### src/design/abrs_pkg.sv
package abrs_pkg;

   // default coordinate width, Q8.8 signed
   localparam int COORD_BITS_DEF = 16;

   // slab distances are signed Q16.16
   localparam int T_BITS = 32;
   localparam int T_FRAC = 16;

   typedef logic signed [T_BITS-1:0] t_type;

   localparam t_type T_MAX = {1'b0, {(T_BITS-1){1'b1}}};
   localparam t_type T_MIN = {1'b1, {(T_BITS-1){1'b0}}};

   typedef struct packed {
      logic done;
      logic hit;
   } eval_stat_type;

endpackage

### src/design/aabb_build_and_ray_slab_test_top.sv
// channel   dir  handshake                  payload
// req       in   req_tvalid / req_tready    tuser: action; tdata: pos_x..z, dir_x..z
// rsp       out  rsp_tvalid / rsp_tready    tdata: hit
//
// Add point: box registers update at the accepting edge.
// Ray test: six restoring dividers run side by side, one quotient bit per cycle,
// then a four-stage compare.
// Empty box or zero direction outside its slab: miss, without running the dividers.
// Reset is synchronous and leaves the box empty; no clearing pass.
// The result register holds a beat until taken; items are accepted only while idle,
// also when it is full; a finished ray test waits while it is full and not taken.
module aabb_build_and_ray_slab_test_top #(
   parameter int COORD_BITS = abrs_pkg::COORD_BITS_DEF
) (
   input  logic                                  clock,
   input  logic                                  reset,
   input  logic                                  req_tvalid,
   output logic                                  req_tready,
   // pos_x, pos_y, pos_z, dir_x, dir_y, dir_z, zero pad
   input  logic [((6*COORD_BITS+7)/8)*8-1:0]     req_tdata,
   // action
   input  logic                                  req_tuser,
   output logic                                  rsp_tvalid,
   input  logic                                  rsp_tready,
   // hit, zero pad
   output logic [7:0]                            rsp_tdata
);
   import abrs_pkg::*;

   localparam logic [1:0] ST_IDLE = 2'd0;
   localparam logic [1:0] ST_DIV  = 2'd1;
   localparam logic [1:0] ST_EVAL = 2'd2;
   localparam logic [1:0] ST_FIN  = 2'd3;

   logic [1:0] state_ff, state_in;
   logic [2:0] zero_ff, zero_in;
   logic       hit_ff, hit_in;
   logic       rsp_valid_ff, rsp_valid_in;
   logic       rsp_hit_ff, rsp_hit_in;

   logic signed [COORD_BITS-1:0] pos [3];
   logic signed [COORD_BITS-1:0] dir [3];
   logic signed [COORD_BITS-1:0] box_min [3];
   logic signed [COORD_BITS-1:0] box_max [3];
   logic        empty;
   logic        acc;
   logic        ray;
   logic        lane_start;
   logic        eval_start;
   logic [2:0]  zero_now;
   logic [2:0]  out_slab;
   logic [5:0]  lane_done;
   t_type       t_val [6];
   eval_stat_type stat;

   always_comb begin
      for (int i = 0; i < 3; i++) begin
         pos[i] = req_tdata[i*COORD_BITS +: COORD_BITS];
         dir[i] = req_tdata[(3+i)*COORD_BITS +: COORD_BITS];
         zero_now[i] = (dir[i] == '0);
         out_slab[i] = (pos[i] < box_min[i]) || (pos[i] > box_max[i]);
      end
   end

   assign req_tready = (state_ff == ST_IDLE);
   assign acc        = req_tvalid && req_tready;
   assign ray        = req_tuser;

   always_comb begin
      state_in     = state_ff;
      zero_in      = zero_ff;
      hit_in       = hit_ff;
      rsp_valid_in = rsp_valid_ff && !rsp_tready;
      rsp_hit_in   = rsp_hit_ff;
      lane_start   = 1'b0;
      eval_start   = 1'b0;
      case (state_ff)
         ST_IDLE: begin
            if (acc && ray) begin
               zero_in = zero_now;
               if (empty || ((zero_now & out_slab) != 3'b000)) begin
                  hit_in   = 1'b0;
                  state_in = ST_FIN;
               end else begin
                  lane_start = 1'b1;
                  state_in   = ST_DIV;
               end
            end
         end
         ST_DIV: begin
            if (&lane_done) begin
               eval_start = 1'b1;
               state_in   = ST_EVAL;
            end
         end
         ST_EVAL: begin
            if (stat.done) begin
               hit_in   = stat.hit;
               state_in = ST_FIN;
            end
         end
         ST_FIN: begin
            if (!rsp_valid_ff || rsp_tready) begin
               rsp_valid_in = 1'b1;
               rsp_hit_in   = hit_ff;
               state_in     = ST_IDLE;
            end
         end
         default: state_in = ST_IDLE;
      endcase
   end

   always_ff @(posedge clock) begin
      if (reset) begin
         state_ff     <= ST_IDLE;
         rsp_valid_ff <= 1'b0;
      end else begin
         state_ff     <= state_in;
         rsp_valid_ff <= rsp_valid_in;
      end
      zero_ff    <= zero_in;
      hit_ff     <= hit_in;
      rsp_hit_ff <= rsp_hit_in;
   end

   abrs_box #(
      .COORD_BITS(COORD_BITS)
   ) u_box (
      .clock   (clock),
      .reset   (reset),
      .upd     (acc && !ray),
      .pnt     (pos),
      .box_min (box_min),
      .box_max (box_max),
      .empty   (empty)
   );

   for (genvar g = 0; g < 6; g++) begin : g_lane
      abrs_div_lane #(
         .COORD_BITS(COORD_BITS)
      ) u_lane (
         .clock (clock),
         .reset (reset),
         .start (lane_start),
         .bound ((g % 2 == 1) ? box_max[g/2] : box_min[g/2]),
         .org   (pos[g/2]),
         .dir   (dir[g/2]),
         .t_val (t_val[g]),
         .done  (lane_done[g])
      );
   end

   abrs_slab_eval u_eval (
      .clock    (clock),
      .reset    (reset),
      .start    (eval_start),
      .t_val    (t_val),
      .zero_dir (zero_ff),
      .stat     (stat)
   );

   assign rsp_tvalid = rsp_valid_ff;
   assign rsp_tdata  = {7'b0000000, rsp_hit_ff};

endmodule

### src/design/abrs_box.sv
module abrs_box #(
   parameter int COORD_BITS = 16
) (
   input  logic                         clock,
   input  logic                         reset,
   input  logic                         upd,
   input  logic signed [COORD_BITS-1:0] pnt [3],
   output logic signed [COORD_BITS-1:0] box_min [3],
   output logic signed [COORD_BITS-1:0] box_max [3],
   output logic                         empty
);
   import abrs_pkg::*;

   localparam logic signed [COORD_BITS-1:0] C_MAX = {1'b0, {(COORD_BITS-1){1'b1}}};
   localparam logic signed [COORD_BITS-1:0] C_MIN = {1'b1, {(COORD_BITS-1){1'b0}}};

   logic signed [COORD_BITS-1:0] min_ff [3];
   logic signed [COORD_BITS-1:0] max_ff [3];
   logic signed [COORD_BITS-1:0] min_in [3];
   logic signed [COORD_BITS-1:0] max_in [3];

   always_comb begin
      for (int i = 0; i < 3; i++) begin
         min_in[i] = min_ff[i];
         max_in[i] = max_ff[i];
         if (upd) begin
            if (pnt[i] < min_ff[i]) min_in[i] = pnt[i];
            if (pnt[i] > max_ff[i]) max_in[i] = pnt[i];
         end
      end
   end

   always_ff @(posedge clock) begin
      for (int i = 0; i < 3; i++) begin
         if (reset) begin
            min_ff[i] <= C_MAX;
            max_ff[i] <= C_MIN;
         end else begin
            min_ff[i] <= min_in[i];
            max_ff[i] <= max_in[i];
         end
      end
   end

   assign box_min = min_ff;
   assign box_max = max_ff;
   assign empty   = (min_ff[0] > max_ff[0]) || (min_ff[1] > max_ff[1]) ||
                    (min_ff[2] > max_ff[2]);

endmodule

### src/design/abrs_div_lane.sv
module abrs_div_lane #(
   parameter int COORD_BITS = 16
) (
   input  logic                         clock,
   input  logic                         reset,
   input  logic                         start,
   input  logic signed [COORD_BITS-1:0] bound,
   input  logic signed [COORD_BITS-1:0] org,
   input  logic signed [COORD_BITS-1:0] dir,
   output abrs_pkg::t_type              t_val,
   output logic                         done
);
   import abrs_pkg::*;

   localparam int QW = COORD_BITS + T_FRAC;
   localparam int CW = $clog2(QW + 1);
   localparam int WW = (QW >= T_BITS) ? QW + 1 : T_BITS + 1;

   localparam logic signed [WW-1:0] W_MAX = {{(WW-T_BITS){1'b0}}, T_MAX};
   localparam logic signed [WW-1:0] W_MIN = {{(WW-T_BITS){1'b1}}, T_MIN};

   logic [QW-1:0]         num_ff, num_in;
   logic [QW-1:0]         q_ff, q_in;
   logic [COORD_BITS-1:0] rem_ff, rem_in;
   logic [COORD_BITS-1:0] dmag_ff, dmag_in;
   logic                  neg_ff, neg_in;
   logic [CW-1:0]         cnt_ff, cnt_in;
   logic                  busy_ff, busy_in;
   logic                  sat_ff, sat_in;
   logic                  done_ff, done_in;
   t_type                 t_ff, t_in;

   logic signed [COORD_BITS:0] diff;
   logic [COORD_BITS:0]        diff_mag;
   logic [COORD_BITS:0]        trial;
   logic [COORD_BITS:0]        trial_sub;
   logic                       ge;
   logic signed [WW-1:0]       q_ext;
   logic signed [WW-1:0]       q_sgn;

   always_comb begin
      diff     = {bound[COORD_BITS-1], bound} - {org[COORD_BITS-1], org};
      diff_mag = diff[COORD_BITS] ? (~diff + 1'b1) : diff;

      // restoring step: one quotient bit per cycle
      trial     = {rem_ff, num_ff[QW-1]};
      trial_sub = trial - {1'b0, dmag_ff};
      ge        = !trial_sub[COORD_BITS];

      q_ext = $signed({{(WW-QW){1'b0}}, q_ff});
      q_sgn = neg_ff ? -q_ext : q_ext;

      num_in  = num_ff;
      q_in    = q_ff;
      rem_in  = rem_ff;
      dmag_in = dmag_ff;
      neg_in  = neg_ff;
      cnt_in  = cnt_ff;
      busy_in = busy_ff;
      sat_in  = 1'b0;
      done_in = done_ff;
      t_in    = t_ff;

      if (start) begin
         num_in  = {diff_mag[COORD_BITS-1:0], {T_FRAC{1'b0}}};
         q_in    = '0;
         rem_in  = '0;
         dmag_in = dir[COORD_BITS-1] ? (~dir + 1'b1) : dir;
         neg_in  = diff[COORD_BITS] ^ dir[COORD_BITS-1];
         cnt_in  = CW'(QW);
         busy_in = 1'b1;
         done_in = 1'b0;
      end else if (busy_ff) begin
         num_in = {num_ff[QW-2:0], 1'b0};
         q_in   = {q_ff[QW-2:0], ge};
         rem_in = ge ? trial_sub[COORD_BITS-1:0] : trial[COORD_BITS-1:0];
         cnt_in = cnt_ff - 1'b1;
         if (cnt_ff == CW'(1)) begin
            busy_in = 1'b0;
            sat_in  = 1'b1;
         end
      end else if (sat_ff) begin
         if (q_sgn > W_MAX)      t_in = T_MAX;
         else if (q_sgn < W_MIN) t_in = T_MIN;
         else                    t_in = q_sgn[T_BITS-1:0];
         done_in = 1'b1;
      end
   end

   always_ff @(posedge clock) begin
      if (reset) begin
         busy_ff <= 1'b0;
         sat_ff  <= 1'b0;
         done_ff <= 1'b0;
         cnt_ff  <= '0;
      end else begin
         busy_ff <= busy_in;
         sat_ff  <= sat_in;
         done_ff <= done_in;
         cnt_ff  <= cnt_in;
      end
      num_ff  <= num_in;
      q_ff    <= q_in;
      rem_ff  <= rem_in;
      dmag_ff <= dmag_in;
      neg_ff  <= neg_in;
      t_ff    <= t_in;
   end

   assign t_val = t_ff;
   assign done  = done_ff;

endmodule

### src/design/abrs_slab_eval.sv
module abrs_slab_eval (
   input  logic                   clock,
   input  logic                   reset,
   input  logic                   start,
   input  abrs_pkg::t_type        t_val [6],
   input  logic [2:0]             zero_dir,
   output abrs_pkg::eval_stat_type stat
);
   import abrs_pkg::*;

   // t_val order: axis * 2 + (0 = min bound, 1 = max bound)
   t_type lo1_ff [3];
   t_type hi1_ff [3];
   t_type lo1_in [3];
   t_type hi1_in [3];
   t_type lo2_ff, hi2_ff, clo2_ff, chi2_ff;
   t_type lo3_ff, hi3_ff;
   logic  hit_ff;
   logic [3:0] vld_ff;

   always_comb begin
      for (int i = 0; i < 3; i++) begin
         if (zero_dir[i]) begin
            lo1_in[i] = T_MIN;
            hi1_in[i] = T_MAX;
         end else if (t_val[2*i] > t_val[2*i+1]) begin
            lo1_in[i] = t_val[2*i+1];
            hi1_in[i] = t_val[2*i];
         end else begin
            lo1_in[i] = t_val[2*i];
            hi1_in[i] = t_val[2*i+1];
         end
      end
   end

   always_ff @(posedge clock) begin
      if (reset) begin
         vld_ff <= '0;
      end else begin
         vld_ff <= {vld_ff[2:0], start};
      end
      lo1_ff  <= lo1_in;
      hi1_ff  <= hi1_in;
      lo2_ff  <= (lo1_ff[1] > lo1_ff[0]) ? lo1_ff[1] : lo1_ff[0];
      hi2_ff  <= (hi1_ff[1] < hi1_ff[0]) ? hi1_ff[1] : hi1_ff[0];
      clo2_ff <= lo1_ff[2];
      chi2_ff <= hi1_ff[2];
      lo3_ff  <= (clo2_ff > lo2_ff) ? clo2_ff : lo2_ff;
      hi3_ff  <= (chi2_ff < hi2_ff) ? chi2_ff : hi2_ff;
      // touching intervals still count
      hit_ff  <= (lo3_ff <= hi3_ff);
   end

   assign stat.done = vld_ff[3];
   assign stat.hit  = hit_ff;

endmodule
### config.mk
export PLATFORM = sky130hd
export DESIGN_NAME = aabb_build_and_ray_slab_test_top
export DESIGN_NICKNAME = d
export VERILOG_FILES = /design/src/design/abrs_pkg.sv /design/src/design/aabb_build_and_ray_slab_test_top.sv /design/src/design/abrs_box.sv /design/src/design/abrs_div_lane.sv /design/src/design/abrs_slab_eval.sv
export SDC_FILE = /design/constraint.sdc
export NUM_CORES = 2
export LEC_CHECK = 0
export ABC_CLOCK_PERIOD_IN_PS = 13600
export BUFFER_PORTS_ARGS = -buffer_cell sky130_fd_sc_hd__buf_2
export CAP_MARGIN = 20
export CELL_PAD_IN_SITES_DETAIL_PLACEMENT = 1
export CELL_PAD_IN_SITES_GLOBAL_PLACEMENT = 1
export CORE_MARGIN = 2
export CORE_UTILIZATION = 45
export CTS_CLUSTER_DIAMETER = 120
export CTS_CLUSTER_SIZE = 12
export DETAILED_ROUTE_END_ITERATION = 10
export PLACE_DENSITY = 0.84
export SLEW_MARGIN = 25
export SYNTH_ARGS = -nofsm -noshare
export SYNTH_HDL_FRONTEND = slang
export SYNTH_SLANG_ARGS = --single-unit
### constraint.sdc
create_clock -name clock -period 13.6 [get_ports clock]
set_input_delay 2.04 -clock clock [delete_from_list [all_inputs] [get_ports clock]]
set_output_delay 2.04 -clock clock [all_outputs]
set_load 0.03 [all_outputs]
==> results_dict.tcl <==
set metrics [dict create \
    ys_seq_elements 1177 \
    synth-compound-area-share_pct 15.2 \
    min_path_type "reg2reg" \
    ys_types 92 \
    crit_family "buffers and inverters" \
    hpwl_mm 144 \
    gp_congestion 0.917 \
    cts_num_sinks 1177 \
    worst_r2r_path_depth 14 \
    syn_area_sq_um 67000 \
    crit_buf_inv 6 \
    hold_viol 0 \
    layout-drive-gt1-share_pct 7.50 \
    setup_violations 0 \
    grt_antenna_before_repair 5 \
    worst_ep_arrival_time_ns 7.22 \
    maxSlewHeadroom_pct 21.8 \
    netSwitchingPower_mw 2.31 \
    crit_required_ns 14.02 \
    numPortBuffers 103 \
    grt_overflow 0 \
    hold_buffers 0 \
    path_cells "buf_2 -> inv_1 -> ha_1 -> nor2b_1 -> o31ai_1 -> a21oi_1 -> o21ai_0 -> a311oi_1 -> o21ai_0 -> o2111ai_2 -> buf_4 -> nor2_4 -> buf_12 -> buf_4 -> nor3b_2 -> buf_4" \
    cp_max_fo 165 \
    setup_tns_ns 0 \
    synth_ff_type "dfxtp_1" \
    worst_clock_skew_ns 0.0679 \
    synthSimpleGateAreaFrac_pct 15.3 \
    finalNetCount 7944 \
    maxSlewViolCount 0 \
    tritoncts "done" \
    layout_min_cycle_time_ns 6.80 \
    yosysSeqAreaShare_pct 40.4 \
    finalWirelength_mm 195 \
    die_w_microns 390 \
    ctsLongestPathBuffers 3 \
    synth_xor_area_share_pct 4.96 \
    postCtsResizedCells 0 \
    synth_edf_count 347 \
    clk_pin_slew_ns 0.07 \
    min_from "u_eval.hi1_ff[3]" \
    cp-end-kind "flip-flop" \
    p_int_mw 5.77 \
    fin_crit_sh_pct 50.0 \
    post_drt_wl_per_cell_microns 21.0 \
    worstMarginPinSlew_ns 1.16 \
    first_global_vias 56448 \
    clock_power_share_pct 35.8 \
    core_area_sq_um 148000 \
    async_flop_share_pct 0 \
    placedCellCount 9124 \
    grt_pass1_wl_mm 309 \
    final_cells 9304 \
    fillers 17054 \
    timing.rr.start "u_box.box_min[33]" \
    rows 141 \
    vias 54173 \
    startpoint_type "input port" \
    r2r_slack_ns 7.92 \
    min_to "u_eval.chi2_ff[3]" \
    synth_mux_area_share_pct 8.89 \
    cts_made_buffers 108 \
    cts_setup_buffers 0 \
    syn_to_final_growth_pct 8.22 \
    fmax_mhz 147 \
    hold_depth 0 \
    rsz0062_at_grt "no" \
    die_area_sq_um 152000 \
    first_pass_iters 5 \
    start_util_pct 45.3 \
    drtIter0Drc 3325 \
    syn_area_per_cell_sq_um 9.11 \
    power_density_nw_per_um2 112 \
    fp.dieH_microns 390 \
    slowest_delay_ns 0.81 \
    crit_type "in2reg" \
    drv_cap 0 \
    synthCells 7350 \
    crit_path_frequent_cell "buf_4" \
    detail-route-antenna-nets 0 \
    synth_top_family_by_area "simple AND/OR/NAND/NOR gates" \
    vdd_drop_max_uv 102 \
    seqPwrFrac_pct 47.3 \
    regArea_sq_um 27000 \
    slowest_stage "buf_4" \
    status "finished, final reports clean" \
    mostFrequentLayoutCells "nor2_1, dfxtp_1, inv_1" \
    htreeDepth 3 \
    p_comb_share_pct 16.9 \
    grt_max_degree 174 \
    cellLeakagePower_nw 29.2 \
    r2r_end "g_lane[3].u_lane.t_val[19]" \
    synthAdderAreaFrac_pct 10.4 \
    cts_root_buffer "clkbuf_16" \
    ios 111 \
    multi_input_area_sq_um 36800 \
    p_sw_share_pct 28.6 \
    vias_per_cell 5.82 \
    n_antenna_cell 0 \
    final_common_cell "nor2_1" \
    route.detailed.drc 0 \
    clk_latency_ns 0.78 \
    grt_use_total_pct 25.1 \
    synth.yosys.warnings 0 \
]
[per-stage QoR]
stage | instance area, sq um | util, % | total power [mW] | hold WS, ns | worst slack [ns]
after floorplan | 67000 | - | 4.83 | 0.310 | 6.00
after global placement | 69300 | 46.9 | 5.14 | 0.310 | 6.19
after detailed placement | 69300 | 46.9 | 5.23 | 0.313 | 6.05
after CTS | 72400 | 49.0 | 8.12 | 0.300 | 6.79
after global routing | 72500 | 49.0 | 8.40 | 0.313 | 6.38
final | 72500 | 49.0 | 8.09 | 0.302 | 6.80
[power groups by stage]
stage	logic (mW)	registers [mW]	clock network, mW
after CTS	1.36	3.82	2.94
after global routing	1.50	3.83	3.07
after detailed placement	1.33	3.90	0
final	1.37	3.82	2.90
after global placement	1.25	3.89	0
after floorplan	0.981	3.85	0
[worst register-to-register path, delay by kind of cell, from the launching register on]
family | cells | cell delay, ns
and+or+nand+nor | 3 | 0.49
AOI/OAI and AO/OA | 6 | 2.02
DFF | 1 | 0.46
adders and majority gates | 1 | 0.32
buffers and inverters | 4 | 2.03
[worst max-delay path by stage]
stage,cells after the start,from,slack (ns),endpoint
after detailed placement,16,req_tdata[1],6.05,g_lane[3].u_lane.t_val[20]
after floorplan,14,req_tdata[17],6.00,g_lane[0].u_lane.t_val[0]
after global placement,16,req_tdata[1],6.19,g_lane[2].u_lane.t_val[10]
after global routing,16,req_tdata[1],6.38,g_lane[3].u_lane.t_val[19]
final,16,req_tdata[1],6.80,g_lane[3].u_lane.t_val[19]
after CTS,16,req_tdata[1],6.79,g_lane[3].u_lane.t_val[19]
[logic make-up (layout without fill, tap and decap cells)]
group | count (synthesis) | in the layout
adder cells (fa/ha/maj) | 549 | 549
AO/OA/AOI/OAI | 1604 | 1604
AND/OR/NAND/NOR | 2192 | 2192
multiplexers | 576 | 576
flip-flops | 1177 | 1177
other | 1 | 7
buffers and inverters | 874 | 892
XOR/XNOR | 377 | 377
[synthesized netlist by cell type (62+ instances only)]
| master | n | area (sq um) |
|---|---|---|
| or3_1 | 70 | 438 |
| a211oi_1 | 153 | 1150 |
| o21ai_0 | 291 | 1460 |
| nor3_1 | 210 | 1050 |
| nor2_1 | 958 | 3600 |
| inv_1 | 543 | 2040 |
| mux2_2 | 151 | 1700 |
| a21o_1 | 133 | 998 |
| mux2i_1 | 425 | 4250 |
| ha_1 | 526 | 6580 |
| edfxtp_1 | 347 | 10400 |
| o21a_1 | 66 | 495 |
| nand2b_1 | 117 | 732 |
| nor2b_1 | 62 | 388 |
| o31ai_1 | 67 | 503 |
| a21oi_1 | 535 | 2680 |
| nand3_1 | 93 | 465 |
| clkbuf_1 | 295 | 1110 |
| nand2_1 | 356 | 1340 |
| o211ai_1 | 63 | 473 |
| xor2_1 | 157 | 1380 |
| xnor2_1 | 218 | 1910 |
| dfxtp_1 | 830 | 16600 |
| nand4_1 | 74 | 463 |
[cell type report]
class | count | area share, %
tap | 1930 | 3.33
multi-input combinational | 5305 | 50.8
timing repair buffer | 163 | 1.40
clock inverter | 8 | 0.249
sequential | 1177 | 37.3
clock buffer | 171 | 4.08
inverter | 550 | 2.85
[per-layer routing]
metal	GRT usage [%]	wire, microns
met5	0	13
met4	10.3	7690
met3	2.33	6760
met2	45.2	98400
met1	30.6	82300
[flip-flops by register name, summed over array words and instances, names as in the netlist, 3 cells and up]
signal                 flops
g_lane.u_lane.q_ff       192
g_lane.u_lane.t_val      192
g_lane.u_lane.num_ff      96
g_lane.u_lane.rem_ff      96
u_eval.hi1_ff             96
u_eval.lo1_ff             96
g_lane.u_lane.dmag_ff     48
u_box.box_max             48
u_box.box_min             48
g_lane.u_lane.cnt_ff      36
u_eval.chi2_ff            32
u_eval.clo2_ff            32
u_eval.hi2_ff             32
u_eval.hi3_ff             32
u_eval.lo2_ff             32
u_eval.lo3_ff             32
g_lane.u_lane.busy_ff      6
g_lane.u_lane.done         6
g_lane.u_lane.neg_ff       6
g_lane.u_lane.sat_ff       6
u_eval.vld_ff              4
zero_ff                    3
Power figures use the tool's default switching activity.
